`src/rtl/bpc_pkg.sv`:
```
// ----------------------------------------------------------------------------
// bpc_pkg
// Shared types, widths and codes for the button press classifier.
// ----------------------------------------------------------------------------
package bpc_pkg;

    // field widths
    localparam int TimeW  = 32;
    localparam int CfgW   = 16;
    localparam int CountW = 2;
    localparam int EventW = 3;
    localparam int CfgAddrW = 2;

    // packed stream widths
    localparam int InDataW  = 40;  // level, now_ms, zero fill to whole bytes
    localparam int OutDataW = 8;   // event_res, zero fill

    // item kinds carried on tuser
    localparam logic OpSample = 1'b0;
    localparam logic OpClear  = 1'b1;

    // latched event codes
    localparam logic [EventW-1:0] EvIdle   = 3'd0;
    localparam logic [EventW-1:0] EvPress  = 3'd1;
    localparam logic [EventW-1:0] EvDouble = 3'd2;
    localparam logic [EventW-1:0] EvTriple = 3'd3;
    localparam logic [EventW-1:0] EvHeld   = 3'd4;
    localparam logic [EventW-1:0] EvLong   = 3'd5;

    // register indexes
    localparam logic [CfgAddrW-1:0] RegDebounce  = 2'd0;
    localparam logic [CfgAddrW-1:0] RegMulti     = 2'd1;
    localparam logic [CfgAddrW-1:0] RegHoldShort = 2'd2;
    localparam logic [CfgAddrW-1:0] RegHoldLong  = 2'd3;

    // register reset values
    localparam logic [CfgW-1:0] DebounceRst  = 16'd50;
    localparam logic [CfgW-1:0] MultiRst     = 16'd300;
    localparam logic [CfgW-1:0] HoldShortRst = 16'd2000;
    localparam logic [CfgW-1:0] HoldLongRst  = 16'd3000;

    // configuration bundle
    typedef struct packed {
        logic [CfgW-1:0] debounce_ms;
        logic [CfgW-1:0] multi_press_ms;
        logic [CfgW-1:0] hold_short_ms;
        logic [CfgW-1:0] hold_long_ms;
    } t_cfg;

    // one registered input item
    typedef struct packed {
        logic              op;
        logic              level;
        logic [TimeW-1:0]  now_ms;
    } t_item;

endpackage

```
`src/rtl/bpc_cfg.sv`:
```
// ----------------------------------------------------------------------------
// bpc_cfg
// Configuration register file, written through a plain write port.
// ----------------------------------------------------------------------------
module bpc_cfg (
    input  logic                         i_clk,
    input  logic                         i_rst_n,
    input  logic                         i_cfg_we,
    input  logic [bpc_pkg::CfgAddrW-1:0] i_cfg_addr,
    input  logic [bpc_pkg::CfgW-1:0]     i_cfg_wdata,
    output bpc_pkg::t_cfg                o_cfg
);

    bpc_pkg::t_cfg r_cfg;

    // write the addressed register
    always_ff @(posedge i_clk) begin
        if (!i_rst_n) begin
            r_cfg.debounce_ms    <= bpc_pkg::DebounceRst;
            r_cfg.multi_press_ms <= bpc_pkg::MultiRst;
            r_cfg.hold_short_ms  <= bpc_pkg::HoldShortRst;
            r_cfg.hold_long_ms   <= bpc_pkg::HoldLongRst;
        end else if (i_cfg_we) begin
            case (i_cfg_addr)
                bpc_pkg::RegDebounce:  r_cfg.debounce_ms    <= i_cfg_wdata;
                bpc_pkg::RegMulti:     r_cfg.multi_press_ms <= i_cfg_wdata;
                bpc_pkg::RegHoldShort: r_cfg.hold_short_ms  <= i_cfg_wdata;
                bpc_pkg::RegHoldLong:  r_cfg.hold_long_ms   <= i_cfg_wdata;
                default: ;
            endcase
        end
    end

    assign o_cfg = r_cfg;

endmodule

```
`src/rtl/bpc_in_reg.sv`:
```
// ----------------------------------------------------------------------------
// bpc_in_reg
// Input register: unpacks and holds one item until the core takes it.
// ----------------------------------------------------------------------------
module bpc_in_reg (
    input  logic                        i_clk,
    input  logic                        i_rst_n,
    input  logic                        i_s_tvalid,
    output logic                        o_s_tready,
    input  logic [bpc_pkg::InDataW-1:0] i_s_tdata,
    input  logic                        i_s_tuser,
    input  logic                        i_take,
    output logic                        o_valid,
    output bpc_pkg::t_item              o_item
);

    logic           r_valid;
    bpc_pkg::t_item r_item;

    // accept when empty or when the held item leaves this cycle
    assign o_s_tready = !r_valid || i_take;

    // track occupancy
    always_ff @(posedge i_clk) begin
        if (!i_rst_n) begin
            r_valid <= 1'b0;
        end else if (o_s_tready) begin
            r_valid <= i_s_tvalid;
        end
    end

    // capture payload
    always_ff @(posedge i_clk) begin
        if (o_s_tready && i_s_tvalid) begin
            r_item.op     <= i_s_tuser;
            r_item.level  <= i_s_tdata[0];
            r_item.now_ms <= i_s_tdata[bpc_pkg::TimeW:1];
        end
    end

    assign o_valid = r_valid;
    assign o_item  = r_item;

endmodule

```
`src/rtl/bpc_core.sv`:
```
// ----------------------------------------------------------------------------
// bpc_core
// Edge detection, press classification and event latch, with result register.
// ----------------------------------------------------------------------------
module bpc_core (
    input  logic                         i_clk,
    input  logic                         i_rst_n,
    input  bpc_pkg::t_cfg                i_cfg,
    input  logic                         i_valid,
    input  bpc_pkg::t_item               i_item,
    output logic                         o_take,
    output logic                         o_m_tvalid,
    input  logic                         i_m_tready,
    output logic [bpc_pkg::OutDataW-1:0] o_m_tdata
);

    logic                         r_prev_level;
    logic [bpc_pkg::TimeW-1:0]    r_press_start;
    logic [bpc_pkg::TimeW-1:0]    r_last_release;
    logic [bpc_pkg::CountW-1:0]   r_count;
    logic [bpc_pkg::EventW-1:0]   r_event;
    logic                         r_out_valid;

    logic                         n_prev_level;
    logic [bpc_pkg::TimeW-1:0]    n_press_start;
    logic [bpc_pkg::TimeW-1:0]    n_last_release;
    logic [bpc_pkg::CountW-1:0]   n_count;
    logic [bpc_pkg::EventW-1:0]   n_event;

    logic [bpc_pkg::TimeW-1:0]    press_len;
    logic [bpc_pkg::TimeW-1:0]    quiet_len;
    logic                         rise;
    logic                         fall;
    logic                         counted;
    logic                         is_short;
    logic                         is_held;
    logic                         is_long;
    logic                         seq_end;
    logic                         advance;

    // move the item on when the result register is free or being drained
    assign advance = !r_out_valid || i_m_tready;
    assign o_take  = i_valid && advance;

    // press and quiet lengths, modulo 2^32
    assign press_len = i_item.now_ms - r_press_start;
    assign quiet_len = i_item.now_ms - r_last_release;

    assign rise    = i_item.level && !r_prev_level;
    assign fall    = !i_item.level && r_prev_level;
    assign counted = fall && (press_len >= {16'd0, i_cfg.debounce_ms});
    assign is_short = counted && (press_len < {16'd0, i_cfg.hold_short_ms});
    assign is_held  = counted && !is_short && (press_len < {16'd0, i_cfg.hold_long_ms});
    assign is_long  = counted && !is_short && !is_held;

    // a short press this item resets the quiet gap to zero, so no sequence end
    assign seq_end = !counted && (r_count != '0)
                     && (quiet_len > {16'd0, i_cfg.multi_press_ms});

    // next state for one item
    always_comb begin
        n_prev_level   = r_prev_level;
        n_press_start  = r_press_start;
        n_last_release = r_last_release;
        n_count        = r_count;
        n_event        = r_event;
        if (i_item.op == bpc_pkg::OpClear) begin
            n_event = bpc_pkg::EvIdle;
        end else begin
            n_prev_level = i_item.level;
            if (rise) begin
                n_press_start = i_item.now_ms;
            end
            if (is_short) begin
                n_last_release = i_item.now_ms;
                if (r_count != 2'd3) begin
                    n_count = r_count + 2'd1;
                end
            end
            if (is_held) begin
                n_event = bpc_pkg::EvHeld;
                n_count = '0;
            end
            if (is_long) begin
                n_event = bpc_pkg::EvLong;
                n_count = '0;
            end
            if (seq_end) begin
                // count of one, two or three maps onto press, double, triple
                n_event = {1'b0, r_count};
                n_count = '0;
            end
        end
    end

    // state and result register
    always_ff @(posedge i_clk) begin
        if (!i_rst_n) begin
            r_prev_level   <= 1'b0;
            r_press_start  <= '0;
            r_last_release <= '0;
            r_count        <= '0;
            r_event        <= bpc_pkg::EvIdle;
            r_out_valid    <= 1'b0;
        end else begin
            if (advance) begin
                r_out_valid <= i_valid;
            end
            if (o_take) begin
                r_prev_level   <= n_prev_level;
                r_press_start  <= n_press_start;
                r_last_release <= n_last_release;
                r_count        <= n_count;
                r_event        <= n_event;
            end
        end
    end

    assign o_m_tvalid = r_out_valid;
    assign o_m_tdata  = {{(bpc_pkg::OutDataW-bpc_pkg::EventW){1'b0}}, r_event};

endmodule

```
`src/rtl/button_press_classifier_top.sv`:
```
// ----------------------------------------------------------------------------
// button_press_classifier_top
// Classifies button presses into press, double, triple, held and long held.
// ----------------------------------------------------------------------------
// Usage:
//   Slave stream: one item per sample. tuser is the kind (0 sample the level,
//   1 clear the latched event); tdata carries the level and the ms tick.
//   Master stream: one result per item, the latched event code in tdata.
//   Configuration: four 16-bit registers (debounce, multi-press gap, held and
//   long-held thresholds) written through i_cfg_we/i_cfg_addr/i_cfg_wdata,
//   only while no item is in flight.
//   Path: an accepted item sits in the input register while the classify logic
//   works on it, and the result register loads when the core takes the item.
//   Throughput: one item per cycle while the receiver takes each result; the
//   state update of the classify stage completes in the cycle the item is
//   taken, so items follow back to back.
//   Reset (i_rst_n low, synchronous) empties both stages, clears the press
//   state and count, sets the latched event to idle and loads the register
//   defaults (50, 300, 2000, 3000 ms).
//   A stalled receiver holds the result; the input register still takes one
//   more item, then o_s_tready drops until the result drains.
// ----------------------------------------------------------------------------
module button_press_classifier_top (
    input  logic                         i_clk,
    input  logic                         i_rst_n,
    // slave stream
    input  logic                         i_s_tvalid,
    output logic                         o_s_tready,
    input  logic [bpc_pkg::InDataW-1:0]  i_s_tdata,   // [0] level, [32:1] now_ms, rest zero
    input  logic                         i_s_tuser,   // [0] op
    // master stream
    output logic                         o_m_tvalid,
    input  logic                         i_m_tready,
    output logic [bpc_pkg::OutDataW-1:0] o_m_tdata,   // [2:0] event_res, rest zero
    // configuration write port
    input  logic                         i_cfg_we,
    input  logic [bpc_pkg::CfgAddrW-1:0] i_cfg_addr,
    input  logic [bpc_pkg::CfgW-1:0]     i_cfg_wdata
);

    bpc_pkg::t_cfg  cfg;
    bpc_pkg::t_item item;
    logic           item_valid;
    logic           take;

    // configuration registers
    bpc_cfg u_cfg (
        .i_clk       (i_clk),
        .i_rst_n     (i_rst_n),
        .i_cfg_we    (i_cfg_we),
        .i_cfg_addr  (i_cfg_addr),
        .i_cfg_wdata (i_cfg_wdata),
        .o_cfg       (cfg)
    );

    // input register
    bpc_in_reg u_in_reg (
        .i_clk      (i_clk),
        .i_rst_n    (i_rst_n),
        .i_s_tvalid (i_s_tvalid),
        .o_s_tready (o_s_tready),
        .i_s_tdata  (i_s_tdata),
        .i_s_tuser  (i_s_tuser),
        .i_take     (take),
        .o_valid    (item_valid),
        .o_item     (item)
    );

    // classifier and result register
    bpc_core u_core (
        .i_clk      (i_clk),
        .i_rst_n    (i_rst_n),
        .i_cfg      (cfg),
        .i_valid    (item_valid),
        .i_item     (item),
        .o_take     (take),
        .o_m_tvalid (o_m_tvalid),
        .i_m_tready (i_m_tready),
        .o_m_tdata  (o_m_tdata)
    );

endmodule
```
`config.mk`:
```
export PLATFORM = sky130hd
export DESIGN_NAME = button_press_classifier_top
export DESIGN_NICKNAME = d
export VERILOG_FILES = /design/src/rtl/bpc_pkg.sv /design/src/rtl/bpc_cfg.sv /design/src/rtl/bpc_in_reg.sv /design/src/rtl/bpc_core.sv /design/src/rtl/button_press_classifier_top.sv
export SDC_FILE = /design/constraint.sdc
export NUM_CORES = 1
export LEC_CHECK = 0
export ABC_AREA = 1
export CAP_MARGIN = 20
export CORE_MARGIN = 3
export CORE_UTILIZATION = 40
export DETAILED_ROUTE_END_ITERATION = 10
export DONT_BUFFER_PORTS = 1
export GPL_TIMING_DRIVEN = 0
export SLEW_MARGIN = 5
export SYNTH_ARGS = -nofsm -noshare
export SYNTH_HDL_FRONTEND = slang
export SYNTH_SLANG_ARGS = --single-unit
```
`constraint.sdc`:
```
create_clock -name i_clk -period 10.2 [get_ports i_clk]
set_clock_uncertainty 0.05 [all_clocks]
set_input_delay 1.02 -clock i_clk [delete_from_list [all_inputs] [get_ports i_clk]]
set_output_delay 1.02 -clock i_clk [all_outputs]
set_load 0.01 [all_outputs]
```
* Word level (Yosys, flattened, before mapping)
Index checks and enable logic that the tools add are counted.
Storage, ports and cells: register bits after elaboration 170, input bits 64, output and inout port bits 10, word-level logic and storage cells 69
Cells by class: add/sub/neg operators 3, $lt $le $gt $ge 4, eq/ne operators 4, muxes and demuxes 9, bitwise logic cells 1, reductions and logical operators 34
Operators by type and width (count):
- $lt A32 B16 Y1 | 2
- $sub A32 B32 Y32 | 2
- $ge A32 B16 Y1 | 1
- $gt A32 B16 Y1 | 1
- $mux W3 | 4
- $reduce_and A2 Y1 | 6
- $reduce_bool A4 Y1 | 3
- $logic_and A1 B1 Y1 | 11
- $mux W2 | 5
- $logic_not A1 Y1 | 7
- $reduce_and A3 Y1 | 2
- $eq A2 B2 Y1 const B | 2
- $reduce_and A4 Y1 | 1
- $add A2 B1 Y2 const B | 1
- $eq A2 B1 Y1 const B | 1
- $logic_not A2 Y1 | 1
- $logic_or A1 B1 Y1 | 2
- $ne A2 B2 Y1 const B | 1
- $reduce_bool A2 Y1 | 1
- $not A1 Y1 | 1

* Depth between registers and ports, before layout
word-level depth 12, gate-level depth with buffers 32, depth with buffers taken out 32

* Modules after synthesis
A second synthesis with hierarchy kept.
Second synthesis, totals: cells, all modules 2058, area total of the unflattened synthesis 12954.9 µm²
Modules (own cells, without submodules):
- bpc_core | instances 1, cells each 1642, area each 9316.4 µm², seq. area each 1421.4 µm²
- bpc_cfg | instances 1, cells each 375, area each 2566.2 µm², seq. area each 1281.2 µm²
- bpc_in_reg | instances 1, cells each 41, area each 1072.3 µm², seq. area each 1041.0 µm²

* Worst setup path after synthesis
Ideal clock, no wire load.
path kind register to register, from register u_in_reg.r_item, in the netlist u_in_reg.o_item[6], to register u_core.r_last_release[2] (netlist bit), setup time 0.116 ns, arrival time 3.155 ns, data required time 10.034 ns, path slack 6.880 ns, cell stages (with the launch flop) 19, buffers on the path 1, period minus slack after synthesis 3.320 ns, cell sequence edfxtp_1 > ha_1 > nand2_1 > nor2_1 > nand3_1 > nand3_1 > xor2_1 > ha_1 > a21oi_1 > nor2_1 > a211oi_1 > o221ai_1 > a21oi_1 > nand3_2 > nor3_4 > inv_2 > buf_6 > nor2_2 > nor2_1
Between the ends: word-level cells in the longest chain between the ends 5, elaborated cells between the ends (all ways) 6, classes of those cells add/sub: 1; order compare: 2; reduce/logical: 3
RTL lines:
- start, declared | line bpc_in_reg.sv:18 | bpc_pkg::t_item r_item;
- $sub A32 B32 Y32 (*) | line bpc_core.sv:46 | assign press_len = i_item.now_ms - r_press_start;
- $ge A32 B16 Y1 | line bpc_core.sv:51 | assign counted = fall && (press_len >= {16'd0, i_cfg.debounce_ms});
- $logic_and A1 B1 Y1 | line bpc_core.sv:51
- $logic_and A1 B1 Y1 (*) | line bpc_core.sv:52 | assign is_short = counted && (press_len < {16'd0, i_cfg.hold_short_ms});
- $reduce_and A3 Y1 (no line) (*)
- end signal, assigned | line bpc_core.sv:112 | r_last_release <= n_last_release;
- end, declared | line bpc_core.sv:19 | logic [bpc_pkg::TimeW-1:0] r_last_release;
Every way passes the cells marked *; elsewhere a longest branch is shown, timed or not. A chain may end at the register's enable or synchronous reset.

* Worst setup path after layout
from register u_in_reg.r_item, in the netlist u_in_reg.o_item[3], to register u_core.r_event[2] (netlist bit)
Between the ends: word-level cells in the longest chain between the ends 12, elaborated cells between the ends (all ways) 21, classes of those cells add/sub: 2; order compare: 4; mux: 3; reduce/logical: 12
RTL lines:
- $sub A32 B32 Y32 | line bpc_core.sv:46
- $ge A32 B16 Y1 | line bpc_core.sv:51
- $logic_and A1 B1 Y1 | line bpc_core.sv:51
- $logic_and A1 B1 Y1 | line bpc_core.sv:52
- $logic_not A1 Y1 | line bpc_core.sv:53, bpc_core.sv:54
- $logic_and A1 B1 Y1 | line bpc_core.sv:53, bpc_core.sv:54
- $logic_and A1 B1 Y1 | line bpc_core.sv:53 | assign is_held = counted && !is_short && (press_len < {16'd0, i_cfg.hold_long_ms});
- $logic_not A1 Y1 | line bpc_core.sv:54 | assign is_long = counted && !is_short && !is_held;
- $logic_and A1 B1 Y1 | line bpc_core.sv:54
- $mux W3 | line bpc_core.sv:84 | if (is_long) begin
- $mux W3 | line bpc_core.sv:88 | if (seq_end) begin
- $mux W3 | line bpc_core.sv:67 | if (i_item.op == bpc_pkg::OpClear) begin
- end signal, assigned | line bpc_core.sv:103 | r_event <= bpc_pkg::EvIdle;
- end signal, assigned | line bpc_core.sv:114 | r_event <= n_event;
- end, declared | line bpc_core.sv:21 | logic [bpc_pkg::EventW-1:0] r_event;
Several ways; a longest one is shown, not always the timed one.

==> summary.txt <==
STA
  – Final min period: 4.54 ns
  – Slew @ Worst Pin: 0.856 ns
  – # setup viols final: 0
  – Max Clk Rate: 220 MHz
  – Final Hold Fails: 0
  – Setup TNS: 0 ns
  – Tcrit/Tclk final: 44.5%
  – Max-slew violations: 0
  – RSZ-0062 raised after global routing: false
  – Max-slew headroom: 42.9%

Global route
  – Largest net degree at the start of global routing: 35
  – Total grt overflow: 0
  – Vias in the first global route: 10889
  – All-Layer GR Usage: 21.1%
  – Initial antenna violation count: 0
  – First-pass GRT wire length: 56200 um

Critical path
  – CP Data Required Time: 10.53 ns
  – R2R depth: 27
  – RR Endpoint: u_core.r_event[2]
  – Reg2reg setup slack: 5.66 ns
  – Crit Path Class: reg2reg
  – Crit path to: u_core.r_event[2]
  – CP startpoint: u_in_reg.o_item[3]
  – Startpoint type of the worst setup path: register
  – Crit Path Max Fanout: 5
  – Reg2reg start: u_in_reg.o_item[3]
  – WP data arrival: 4.87 ns
  – Element type at the critical path end: register

Placed design
  – Cell Area, Placed: 13200 um^2
  – Port bufs: 0
  – Gp weighted congestion: 0.943
  – Placed Cells: 2351
  – Post-DP HPWL: 29000 um

Outcome
  – Outcome: finished clean

Floorplanning
  – Die Area: 33800 um^2
  – Core area: 30900 um^2
  – Top-Level Pins: 74
  – Die height: 184 um
  – Die X: 184 um
  – Initial Util: 40.9%
  – Row cnt: 64

Clock tree
  – H-tree depth: 4
  – Clock sinks: 170
  – Post-CTS sizing: 0
  – Clock Tree Root: clkbuf_16
  – CTS Buffer Depth: 2
  – Cts bufs inserted: 17
  – Hold buffer count at CTS: 0
  – Clk slew on worst S/H paths: 0.07 ns
  – Setup bufs post-CTS: 0
  – CTS tree: yes
  – Clk_lat worst skew: 0.45 ns

Route
  – Post-DR wirelength/cell: 14.7 um
  – Via-to-Cell Ratio: 4.90
  – Via count: 11685
  – Antenna Nets Post-Route: 0
  – Drt total wl: 35000 um
  – DRT Pass-1 Iters: 5
  – Residual DRC: 0
  – DR iter-0 viols: 677

Synth
  – Synth top area share: 21.5%
  – Ys flop type: dfxtp_1
  – Distinct cells, synth: 38
  – Register area share after synthesis: 29.6%
  – Count leader, synth: nand2_1
  – Post-Syn Area: 12600 um^2
  – Synth warnings: 0
  – Synth top area cells: dfxtp_1 22%, nand2_1 16%, ha_1 12%, inv_1 11%, edfxtp_1 8.1%
  – Syn avg cell area: 6.48 um^2
  – Post-synth top cells: 526 x nand2_1, 385 x inv_1, 165 x nor2_1, 157 x a21oi_1, 136 x dfxtp_1
  – Synth async-reset ratio: 0%
  – Syn Inst Count: 1951
  – Post-synth EDFFs: 34
  – FF+latch count, synth: 170
  – Yosys top cell by area: dfxtp_1

Cells and area
  – Layout cells sized above 1: 5.33%
  – Fillers: 3288
  – Final core utilization: 44.5%
  – Final #Nets: 2166
  – Final cell count without fillers: 2385
  – Area grow syn2layout: 8.85%
  – Area occupied by multi-input gates: 7230 um^2
  – Final Cell Area: 13800 um^2
  – Register area: 3740 um^2

Power
  – Pint: 1210 uW
  – Switching Fraction: 33.5%
  – PnR Total Power: 1830 uW
  – Leak pwr: 0.00699 uW
  – Net Sw Power: 612 uW
  – Clk pwr share: 36.3%
  – Flop pwr share: 40.2%
  – Combinational power share: 23.5%
  – Cell Pwr Density: 133 nW/um^2
  – Peak supply drop: 240 uV

Flow run
  – Max-Cap Viols: 0

Worst hold path
  – Hold crit path type: reg2reg
## logic make-up after synthesis
logic type	Yosys count	synth area share (%)
xor gates and xnor gates	30	2.08
AOI/OAI and AO/OA	319	13.3
and+or+nand+nor	870	28.8
buffers and inverters	433	13.4
DFF	170	29.6
adders and majority gates	128	12.8
other	1	0.0297
## metal layers
metal	wire, um	global-route usage [%]	share of wire [%]
met5	0	0	0
met4	560	5.35	1.6
met3	1710	3.66	4.9
met2	15700	34.7	45
met1	17000	28.8	49
## placed cells by master (no fill, tap or decap), types with 13 or more instances in the layout
master,Yosys,routed
nand4_1,18,18
a21oi_1,157,157
edfxtp_1,34,34
o211ai_1,13,13
clkbuf_16,0,17
clkbuf_1,29,29
nor2_1,165,165
o21ai_0,99,99
nor2_2,38,38
xor2_1,29,29
ha_1,126,126
inv_1,385,384
o21ai_1,28,28
nand2_1,526,526
dfxtp_1,136,136
nand3_1,83,83
## flip-flops by register name (all words and copies together), names as in the netlist
| signal | flops |
|---|---|
| u_core.r_event | 3 |
| u_core.o_m_tvalid | 1 |
| u_core.r_press_start | 32 |
| u_core.r_count | 2 |
| u_core.r_prev_level | 1 |
| u_in_reg.o_valid | 1 |
| u_cfg.o_cfg | 64 |
| u_core.r_last_release | 32 |
| u_in_reg.o_item | 34 |
## stage by stage
| stage | setup WS, ns | hold slack [ns] |
|---|---|---|
| after floorplan | 6.88 | 0.383 |
| after global placement | 5.76 | 0.394 |
| after detailed placement | 5.77 | 0.399 |
| after CTS | 5.74 | 0.410 |
| after global routing | 5.28 | 0.429 |
| final | 5.66 | 0.405 |
## worst max-delay path, cell delays in order, from the launching register on
cell and delay (ns):
edfxtp_1 0.52, ha_1 0.43, nand2_1 0.13, nor2_1 0.20
nand3_1 0.12, nand2_1 0.19, nand3_1 0.10, nand2_1 0.12
xor2_1 0.31, ha_1 0.20, nand2_1 0.07, inv_1 0.06
nand3_1 0.09, nor3_1 0.25, nand4_1 0.13, nand2_1 0.20
nand2_1 0.07, inv_1 0.05, nand2_1 0.06, nor2_1 0.09
nand3_1 0.07, nor2_1 0.09, nand2_1 0.22, nand3_1 0.23
inv_1 0.10, o21ai_0 0.15, nand2_1 0.07, nor2_1 0.11
## power by group through the flow
stage          Sequential, uW  Combinational (uW)  Clock, uW
2_1_floorplan             740                 321          0
3_3_place_gp              749                 417          0
3_5_place_dp              749                 427          0
4_1_cts                   733                 428        678
5_1_grt                   735                 498        706
6_report                  733                 429        662
## area by class of cell
type,instances,share of cell area (%)
Clock buffer,17,3.09
Multi-Input combinational cell,1352,52.5
Buffer,40,1.55
Sequential cell,170,27.2
Tap cell,396,3.60
Clock inverter,15,1.29
Inverter,393,10.7
Antenna cell,2,0.0364
## worst min-delay path by stage
| stage | start | to | slack, ns | cells past startpoint |
|---|---|---|---|---|
| after global placement | u_core.r_press_start[26] | u_core.r_press_start[26] | 0.39 | 2 |
| final | u_core.r_press_start[27] | u_core.r_press_start[27] | 0.41 | 2 |
| after floorplan | u_core.r_press_start[10] | u_core.r_press_start[10] | 0.38 | 2 |
| after CTS | u_core.r_press_start[26] | u_core.r_press_start[26] | 0.41 | 2 |
| after detailed placement | u_core.r_press_start[5] | u_core.r_press_start[5] | 0.40 | 2 |
| after global routing | u_core.r_press_start[26] | u_core.r_press_start[26] | 0.43 | 2 |
Note: power is estimated with default switching activity, not from simulation.
